===== config.mk =====
export PLATFORM = sky130hd
export DESIGN_NAME = bc1_bc2_bc3_block_decoder
export DESIGN_NICKNAME = d
export VERILOG_FILES = /design/src/rtl/bcd_pkg.sv /design/src/rtl/bc1_bc2_bc3_block_decoder.sv /design/src/rtl/bcd_color_lane.sv /design/src/rtl/bcd_alpha_lane.sv /design/src/rtl/bcd_pixel_merge.sv
export SDC_FILE = /design/constraint.sdc
export NUM_CORES = 2
export LEC_CHECK = 0
export ABC_AREA = 1
export ABC_CLOCK_PERIOD_IN_PS = 9290
export BUFFER_PORTS_ARGS = -buffer_cell sky130_fd_sc_hd__buf_2
export CAP_MARGIN = 0
export CORE_MARGIN = 1
export CORE_UTILIZATION = 50
export DETAILED_ROUTE_END_ITERATION = 6
export HOLD_SLACK_MARGIN = 0.05
export PLACE_DENSITY = 0.75
export SYNTH_ARGS = -nofsm -noshare
export SYNTH_HDL_FRONTEND = slang
export SYNTH_SLANG_ARGS = --single-unit

===== constraint.sdc =====
create_clock -name clock -period 9.29 [get_ports clock]
set_input_delay 1.858 -clock clock [delete_from_list [all_inputs] [get_ports clock]]
set_output_delay 1.858 -clock clock [all_outputs]
set_load 0.05 [all_outputs]

===== src/rtl/bcd_pkg.sv =====
// Shared types, format codes and divide-by-constant helpers for the block decoder.
`timescale 1ns / 1ps
`default_nettype none
package bcd_pkg;

   localparam int unsigned PIXELS      = 16;
   localparam int unsigned ALPHA_LANES = 6;
   localparam int unsigned BC3_IDX_LSB = 16;

   localparam logic [1:0] FMT_BC1 = 2'd0;
   localparam logic [1:0] FMT_BC2 = 2'd1;
   localparam logic [1:0] FMT_BC3 = 2'd2;

   localparam logic [3:0]  LAST_PIXEL  = 4'(PIXELS - 1);
   localparam logic [7:0]  DIV3_RECIP  = 8'd171;
   localparam logic [11:0] DIV5_RECIP  = 12'd3277;
   localparam logic [12:0] DIV7_RECIP  = 13'd4682;
   localparam logic [7:0]  ALPHA_OPAQUE = 8'hFF;

   typedef struct packed {
      logic [63:0] alpha_word;
      logic [15:0] color_end_a;
      logic [15:0] color_end_b;
      logic [31:0] color_index_word;
   } bcd_req_type;

   typedef struct packed {
      logic [15:0] pixel_color;
      logic [7:0]  pixel_alpha;
      logic [3:0]  pixel_position;
      logic        block_last;
   } bcd_rsp_type;

   typedef struct packed {
      logic [1:0]       fmt;
      logic [63:0]      alpha_word;
      logic [31:0]      color_index_word;
      logic [3:0][15:0] palette;
   } bcd_block_type;

   // floor(x / 3), exact for every 8-bit x
   function automatic logic [6:0] div3(input logic [7:0] x);
      logic [15:0] prod;
      prod = {8'd0, x} * {8'd0, DIV3_RECIP};
      return prod[15:9];
   endfunction

   // floor(x / 5), exact for x <= 1275
   function automatic logic [7:0] div5(input logic [10:0] x);
      logic [22:0] prod;
      prod = {12'd0, x} * {11'd0, DIV5_RECIP};
      return prod[21:14];
   endfunction

   // floor(x / 7), exact for x <= 1785
   function automatic logic [7:0] div7(input logic [10:0] x);
      logic [23:0] prod;
      prod = {13'd0, x} * {11'd0, DIV7_RECIP};
      return prod[22:15];
   endfunction

endpackage
`default_nettype wire


===== src/rtl/bc1_bc2_bc3_block_decoder.sv =====
// Top level of the BC1/BC2/BC3 block decoder: block register, palette lanes, pixel merge.
//
//   channel  ports                              direction  handshake
//   request  start, busy, req_data              in         start & !busy
//   result   rsp_strobe, rsp_data               out        strobe, one cycle, no stall
//   config   csr_valid, csr_ready, csr_data     in         valid & ready
//
// A block yields 16 pixels on consecutive cycles, one per cycle, set by the merge stage.
// A new block is taken while the previous one is emitted.
// A taken request passes through the block register, then the merge stage registers, to its first pixel.
// Synchronous reset clears control state and selects BC1.
// busy is high only while a block waits in the block register for the merge stage.
`timescale 1ns / 1ps
`default_nettype none
module bc1_bc2_bc3_block_decoder (
   input  wire logic                  clock,
   input  wire logic                  reset,
   input  wire logic                  start,
   output logic                       busy,
   input  wire bcd_pkg::bcd_req_type  req_data,
   output logic                       rsp_strobe,
   output bcd_pkg::bcd_rsp_type       rsp_data,
   input  wire logic                  csr_valid,
   output logic                       csr_ready,
   input  wire logic [1:0]            csr_data
);

   logic                   accept;
   logic                   load;
   logic                   merge_free;
   logic                   blk_valid_ff;
   logic                   blk_valid_in;
   logic [1:0]             block_format_ff;
   logic [1:0]             block_format_in;
   bcd_pkg::bcd_block_type blk_ff;
   bcd_pkg::bcd_block_type blk_in;
   logic [15:0]            mix_near;
   logic [15:0]            mix_far;
   logic [5:0][7:0]        lane_seven;
   logic [5:0][7:0]        lane_five;

   assign csr_ready = 1'b1;
   assign load      = blk_valid_ff && merge_free;
   assign busy      = blk_valid_ff && !merge_free;
   assign accept    = start && !busy;

   bcd_color_lane u_color_near (
      .color_near (req_data.color_end_a),
      .color_far  (req_data.color_end_b),
      .color_mix  (mix_near)
   );

   bcd_color_lane u_color_far (
      .color_near (req_data.color_end_b),
      .color_far  (req_data.color_end_a),
      .color_mix  (mix_far)
   );

   for (genvar j = 0; j < bcd_pkg::ALPHA_LANES; j++) begin : g_alpha
      bcd_alpha_lane u_lane (
         .clock     (clock),
         .load      (accept),
         .step      (3'(j + 2)),
         .alpha_a   (req_data.alpha_word[7:0]),
         .alpha_b   (req_data.alpha_word[15:8]),
         .mix_seven (lane_seven[j]),
         .mix_five  (lane_five[j])
      );
   end

   always_comb begin
      block_format_in = csr_valid ? csr_data : block_format_ff;
      blk_valid_in    = accept ? 1'b1 : (load ? 1'b0 : blk_valid_ff);
      blk_in          = blk_ff;
      if (accept) begin
         blk_in.fmt              = block_format_ff;
         blk_in.alpha_word       = req_data.alpha_word;
         blk_in.color_index_word = req_data.color_index_word;
         blk_in.palette          = {mix_far, mix_near,
                                    req_data.color_end_b, req_data.color_end_a};
      end
   end

   always_ff @(posedge clock) begin
      if (reset) begin
         blk_valid_ff    <= 1'b0;
         block_format_ff <= bcd_pkg::FMT_BC1;
      end else begin
         blk_valid_ff    <= blk_valid_in;
         block_format_ff <= block_format_in;
      end
      blk_ff <= blk_in;
   end

   bcd_pixel_merge u_merge (
      .clock       (clock),
      .reset       (reset),
      .load        (load),
      .blk         (blk_ff),
      .lane_seven  (lane_seven),
      .lane_five   (lane_five),
      .free        (merge_free),
      .pixel_valid (rsp_strobe),
      .pixel       (rsp_data)
   );

endmodule
`default_nettype wire


===== src/rtl/bcd_color_lane.sv =====
// Colour lane: one interpolated RGB565 palette entry, (2*a + b) / 3 per field, (2*a + b + 1) / 3 in blue.
`timescale 1ns / 1ps
`default_nettype none
module bcd_color_lane (
   input  wire logic [15:0] color_near,
   input  wire logic [15:0] color_far,
   output logic [15:0]      color_mix
);

   logic [7:0] red_sum;
   logic [7:0] green_sum;
   logic [7:0] blue_sum;
   logic [6:0] red_q;
   logic [6:0] green_q;
   logic [6:0] blue_q;

   // rounding term only survives the mask in the blue field
   always_comb begin
      red_sum   = {2'd0, color_near[15:11], 1'b0} + {3'd0, color_far[15:11]};
      green_sum = {1'b0, color_near[10:5], 1'b0} + {2'd0, color_far[10:5]};
      blue_sum  = {2'd0, color_near[4:0], 1'b0} + {3'd0, color_far[4:0]} + 8'd1;
      red_q     = bcd_pkg::div3(red_sum);
      green_q   = bcd_pkg::div3(green_sum);
      blue_q    = bcd_pkg::div3(blue_sum);
      color_mix = {red_q[4:0], green_q[5:0], blue_q[4:0]};
   end

endmodule
`default_nettype wire


===== src/rtl/bcd_alpha_lane.sv =====
// Alpha lane: weighted sums for one BC3 palette entry in both interpolation modes, registered, then scaled.
`timescale 1ns / 1ps
`default_nettype none
module bcd_alpha_lane (
   input  wire logic       clock,
   input  wire logic       load,
   input  wire logic [2:0] step,
   input  wire logic [7:0] alpha_a,
   input  wire logic [7:0] alpha_b,
   output logic [7:0]      mix_seven,
   output logic [7:0]      mix_five
);

   logic [3:0]  wa7;
   logic [2:0]  wa5;
   logic [2:0]  wb;
   logic [12:0] s7_full;
   logic [11:0] s5_full;
   logic [10:0] sum7_ff;
   logic [10:0] sum7_in;
   logic [10:0] sum5_ff;
   logic [10:0] sum5_in;

   always_comb begin
      wa7     = 4'd8 - {1'b0, step};
      wa5     = 3'd6 - step;
      wb      = step - 3'd1;
      s7_full = {5'd0, alpha_a} * {9'd0, wa7} + {5'd0, alpha_b} * {10'd0, wb};
      s5_full = {4'd0, alpha_a} * {9'd0, wa5} + {4'd0, alpha_b} * {9'd0, wb};
      sum7_in = load ? s7_full[10:0] : sum7_ff;
      sum5_in = load ? s5_full[10:0] : sum5_ff;
   end

   always_ff @(posedge clock) begin
      sum7_ff <= sum7_in;
      sum5_ff <= sum5_in;
   end

   assign mix_seven = bcd_pkg::div7(sum7_ff);
   assign mix_five  = bcd_pkg::div5(sum5_ff);

endmodule
`default_nettype wire


===== src/rtl/bcd_pixel_merge.sv =====
// Merge stage: builds the alpha palette from the lanes and emits one pixel per cycle.
`timescale 1ns / 1ps
`default_nettype none
module bcd_pixel_merge (
   input  wire logic                    clock,
   input  wire logic                    reset,
   input  wire logic                    load,
   input  wire bcd_pkg::bcd_block_type  blk,
   input  wire logic [5:0][7:0]         lane_seven,
   input  wire logic [5:0][7:0]         lane_five,
   output logic                         free,
   output logic                         pixel_valid,
   output bcd_pkg::bcd_rsp_type         pixel
);

   logic                   valid_ff;
   logic                   valid_in;
   logic [3:0]             cnt_ff;
   logic [3:0]             cnt_in;
   logic [1:0]             fmt_ff;
   logic [1:0]             fmt_in;
   logic [3:0][15:0]       cpal_ff;
   logic [3:0][15:0]       cpal_in;
   logic [7:0][7:0]        apal_ff;
   logic [7:0][7:0]        apal_in;
   logic [31:0]            ci_ff;
   logic [31:0]            ci_in;
   logic [63:0]            aw_ff;
   logic [63:0]            aw_in;
   logic                   last;
   logic                   wide_step;
   logic [7:0]             alpha;
   logic [7:0]             a0;
   logic [7:0]             a1;

   assign last = (cnt_ff == bcd_pkg::LAST_PIXEL);
   assign free = !valid_ff || last;

   always_comb begin
      a0 = blk.alpha_word[7:0];
      a1 = blk.alpha_word[15:8];
      apal_in[0] = a0;
      apal_in[1] = a1;
      for (int j = 0; j < bcd_pkg::ALPHA_LANES; j++) begin
         if (a0 > a1) begin
            apal_in[j + 2] = lane_seven[j];
         end else if (j < 4) begin
            apal_in[j + 2] = lane_five[j];
         end else if (j == 4) begin
            apal_in[j + 2] = 8'd0;
         end else begin
            apal_in[j + 2] = bcd_pkg::ALPHA_OPAQUE;
         end
      end
   end

   always_comb begin
      wide_step = (fmt_ff == bcd_pkg::FMT_BC2);
      unique case (fmt_ff)
         bcd_pkg::FMT_BC1: alpha = 8'd0;
         bcd_pkg::FMT_BC2: alpha = {4'd0, aw_ff[3:0]};
         default:          alpha = apal_ff[aw_ff[2:0]];
      endcase
      pixel.pixel_color    = cpal_ff[ci_ff[1:0]];
      pixel.pixel_alpha    = alpha;
      pixel.pixel_position = cnt_ff;
      pixel.block_last     = last;
      pixel_valid          = valid_ff;
   end

   always_comb begin
      valid_in = valid_ff;
      cnt_in   = cnt_ff;
      fmt_in   = fmt_ff;
      cpal_in  = cpal_ff;
      ci_in    = ci_ff;
      aw_in    = aw_ff;
      if (load) begin
         valid_in = 1'b1;
         cnt_in   = 4'd0;
         fmt_in   = blk.fmt;
         cpal_in  = blk.palette;
         ci_in    = blk.color_index_word;
         if (blk.fmt[1]) begin
            aw_in = blk.alpha_word >> bcd_pkg::BC3_IDX_LSB;
         end else begin
            aw_in = blk.alpha_word;
         end
      end else if (valid_ff) begin
         valid_in = !last;
         cnt_in   = cnt_ff + 4'd1;
         ci_in    = ci_ff >> 2;
         aw_in    = wide_step ? (aw_ff >> 4) : (aw_ff >> 3);
      end
   end

   always_ff @(posedge clock) begin
      if (reset) begin
         valid_ff <= 1'b0;
         cnt_ff   <= 4'd0;
      end else begin
         valid_ff <= valid_in;
         cnt_ff   <= cnt_in;
      end
      fmt_ff  <= fmt_in;
      cpal_ff <= cpal_in;
      ci_ff   <= ci_in;
      aw_ff   <= aw_in;
      if (load) begin
         apal_ff <= apal_in;
      end
   end

endmodule
`default_nettype wire


==> impl_metrics.toml <==
[timing]
setup_viol = 0
slew_violations = 0
tightestPinTransition_ns = 1.083
max-slew-margin-rel_pct = 27.83
finalCriticalPeriod_ns = 6.008
fmax_mhz = 166.4
rsz0062_at_grt = "no"
skew_ns = 0.01369
fin_crit_sh_pct = 64.67
setup_tns_ns = 0
hold_viol = 0

[synth]
synth_compound_area_share_pct = 9.225
yosysWarnings = 0
synth_top_family_by_area = "adder cells"
yosysSeqAreaShare_pct = 29.20
synth_top_flop_cell = "edfxtp_1"
synth.avg_cell_area_sq_um = 9.230
synth_xor_area_share_pct = 3.150
synth_largest_area_cell = "edfxtp_1"
synth_edf_count = 484
yosys.area.top_type_share_pct = 28.88
synth.distinct_cells = 51
synth_area_leaders = "edfxtp_1 29%, ha_1 24%, fa_1 12%, inv_1 7.9%, nand2_1 6.1%"
synthAdderAreaFrac_pct = 36.62
ys_seq_elements = 492
ys_async_sr_fraction_pct = 0
muxShareOfSynthArea_pct = 0.6962
synthSimpleGateAreaFrac_pct = 12.48
syn_inst = 5452
synth_area_sq_um = 50320

[placed_design]
hpwl_um = 93630
portBuffers = 164
gp_congestion = 0.9400
post_dp_cell_area_sq_um = 52570

[global_routing]
grt-ovfl-total = 0
grt_pass1_vias = 37469
grt_max_degree = 141
grt_use_total_pct = 23.13
grt_first_pass_wirelength_um = 190000
antenna_found_initial = 4

[clock_network]
cts-root-buf = "clkbuf_16"
cts_tree = "yes"
hold_buffers = 0
max-clock-path-buffers = 3
cts.sinks = 492
cts_buffers = 53
clk_pin_slew_ns = 0.06
htreeDepth = 2
post_cts_buffers = 0
cts.repair.resized = 0
clk_latency_ns = 0.63

[critical_path]
cp.arrival_ns = 6.39
critPathRequiredTime_ns = 9.67
cp-start-kind = "primary input"
path_class = "primary input to flip-flop"
crit_path_end_kind = "flip-flop"
path_max_fanout = 6

[detailed_routing]
drt_iter0_markers = 2620
wl_per_cell_um = 16.87
drc = 0
ant_nets = 0
viasPerCell = 5.405
dr.pass1.iters = 6
routed_wl_um = 117400
via_count = 37630

[floorplanning]
die_x_um = 319.2
core_sq_um = 99860
die_area_sq_um = 101900
initial_utilization_pct = 50.39
dieHeight_um = 319.2
ios = 166
fp-row-count = 116

[outcome]
outcome = "complete, no violations"

[finish]
drive_above_1_share_pct = 5.194
nets = 7040
fill_cells = 8740
syn2layout_area_growth_pct = 8.146
design_area_sq_um = 54420

[run]
max_cap_violations = 0

[hold_path]
hp-class = "flip-flop to flip-flop"
-- worst paths after layout --
path,from,endpoint,slack [ns],cells after the start
max,req_data[32],blk_ff[52],3.28,22
min,blk_ff[45],u_merge.cpal_ff[45],0.41,0
max reg2reg,g_alpha[1].u_lane.sum5_ff[5],u_merge.apal_ff[31],4.47,14
min reg2reg,blk_ff[45],u_merge.cpal_ff[45],0.41,0
-- final cells by class --
type                       instances  area (sq um)  share of cell area [%]
timing repair buffer             176         923.4                   1.697
multi-input combinational       3831         31330                   57.57
tap                             1298          1624                   2.984
clock inverter                    36         455.4                  0.8369
antenna                            4         10.01                 0.01839
sequential                       492         14690                   27.00
inverter                        1063          4003                   7.355
clock buffer                      62          1381                   2.538
-- Yosys cell counts (all sizes together) (2+ instances only) --
master     n
nor2     292
xor2     129
a21o      22
o21bai    35
a21boi     9
nor4       5
fa       306
mux2i     35
xnor2     46
nand3    232
o21a      12
nand4     65
o22ai     26
and2       7
or2        4
edfxtp   484
dfxtp      8
a31oi     15
ha       983
clkbuf    40
nor3      26
a31o       2
o221ai     7
inv     1063
o211ai    60
buf       33
conb       2
nand3b    25
a21oi    329
o21ai    308
nand2    832
a211oi     4
-- stage by stage --
step | hold WS (ns) | worst slack, ns | util (%) | cells
after floorplan | 0.4003 | 1.774 | - | 5459
after global placement | 0.4008 | 2.726 | 52.65 | 6860
after detailed placement | 0.4045 | 2.661 | 52.65 | 6860
after CTS | 0.4144 | 3.325 | 54.49 | 6958
after global routing | 0.4218 | 2.924 | 54.50 | 6962
final | 0.4149 | 3.282 | 54.50 | 6962
-- worst max-delay path, cell delays in order --
cell and delay (ns):
buf_2 0.14, ha_1 0.23, fa_1 0.58, nand3_1 0.14
xnor2_1 0.41, ha_1 0.23, inv_1 0.06, fa_1 0.50
inv_1 0.05, fa_1 0.49, inv_1 0.05, fa_1 0.47
inv_1 0.04, ha_1 0.28, nand2_1 0.05, inv_1 0.10
a21oi_1 0.10, or2_2 0.29, nand3_1 0.13, inv_1 0.05
nand3_1 0.08, nand2_1 0.06
-- state kept, by name, indices dropped and copies added (netlist names) --
name,count
blk_ff,162
u_merge.aw_ff,64
u_merge.fmt_ff,2
u_merge.ci_ff,32
block_format_ff,2
u_merge.pixel_valid,1
u_merge.cpal_ff,64
g_alpha.u_lane.sum5_ff,38
g_alpha.u_lane.sum7_ff,58
u_merge.apal_ff,64
blk_valid_ff,1
u_merge.cnt_ff,4
-- kinds of logic after synthesis --
group / count (synthesis)
and+or+nand+nor: 1491
DFF: 492
other: 2
muxes: 35
xor gates and xnor gates: 175
buffers and inverters: 1136
AOI/OAI and AO/OA: 832
adders and majority gates: 1289
-- layout by cell type (no fill, tap or decap), types with 12 or more instances in the layout --
cell type	n
inv_1	1058
ha_1	983
nand2_1	823
edfxtp_1	484
a21oi_1	329
fa_1	306
o21ai_0	303
nor2_1	289
nand3_1	228
buf_2	164
xor2_1	122
nand4_1	65
o211ai_1	60
clkbuf_16	54
xnor2_1	46
mux2i_1	35
o21bai_1	34
o22ai_1	26
nor3_1	26
nand3b_1	25
a21o_1	22
a31oi_1	15
clkinv_1	13
o21a_1	12
-- routing by layer --
layer  vias up  global-route usage [%]  wire [um]
met2      1005                   39.60      55940
met5         -                       0          0
met1     17785                   29.78      50310
met4         0                   9.327       4777
li1      18606                       -          -
met3       234                   2.547       6395
Power is not shown: default switching activity piles up to over one toggle a cycle in this logic, so the estimate is an artifact.
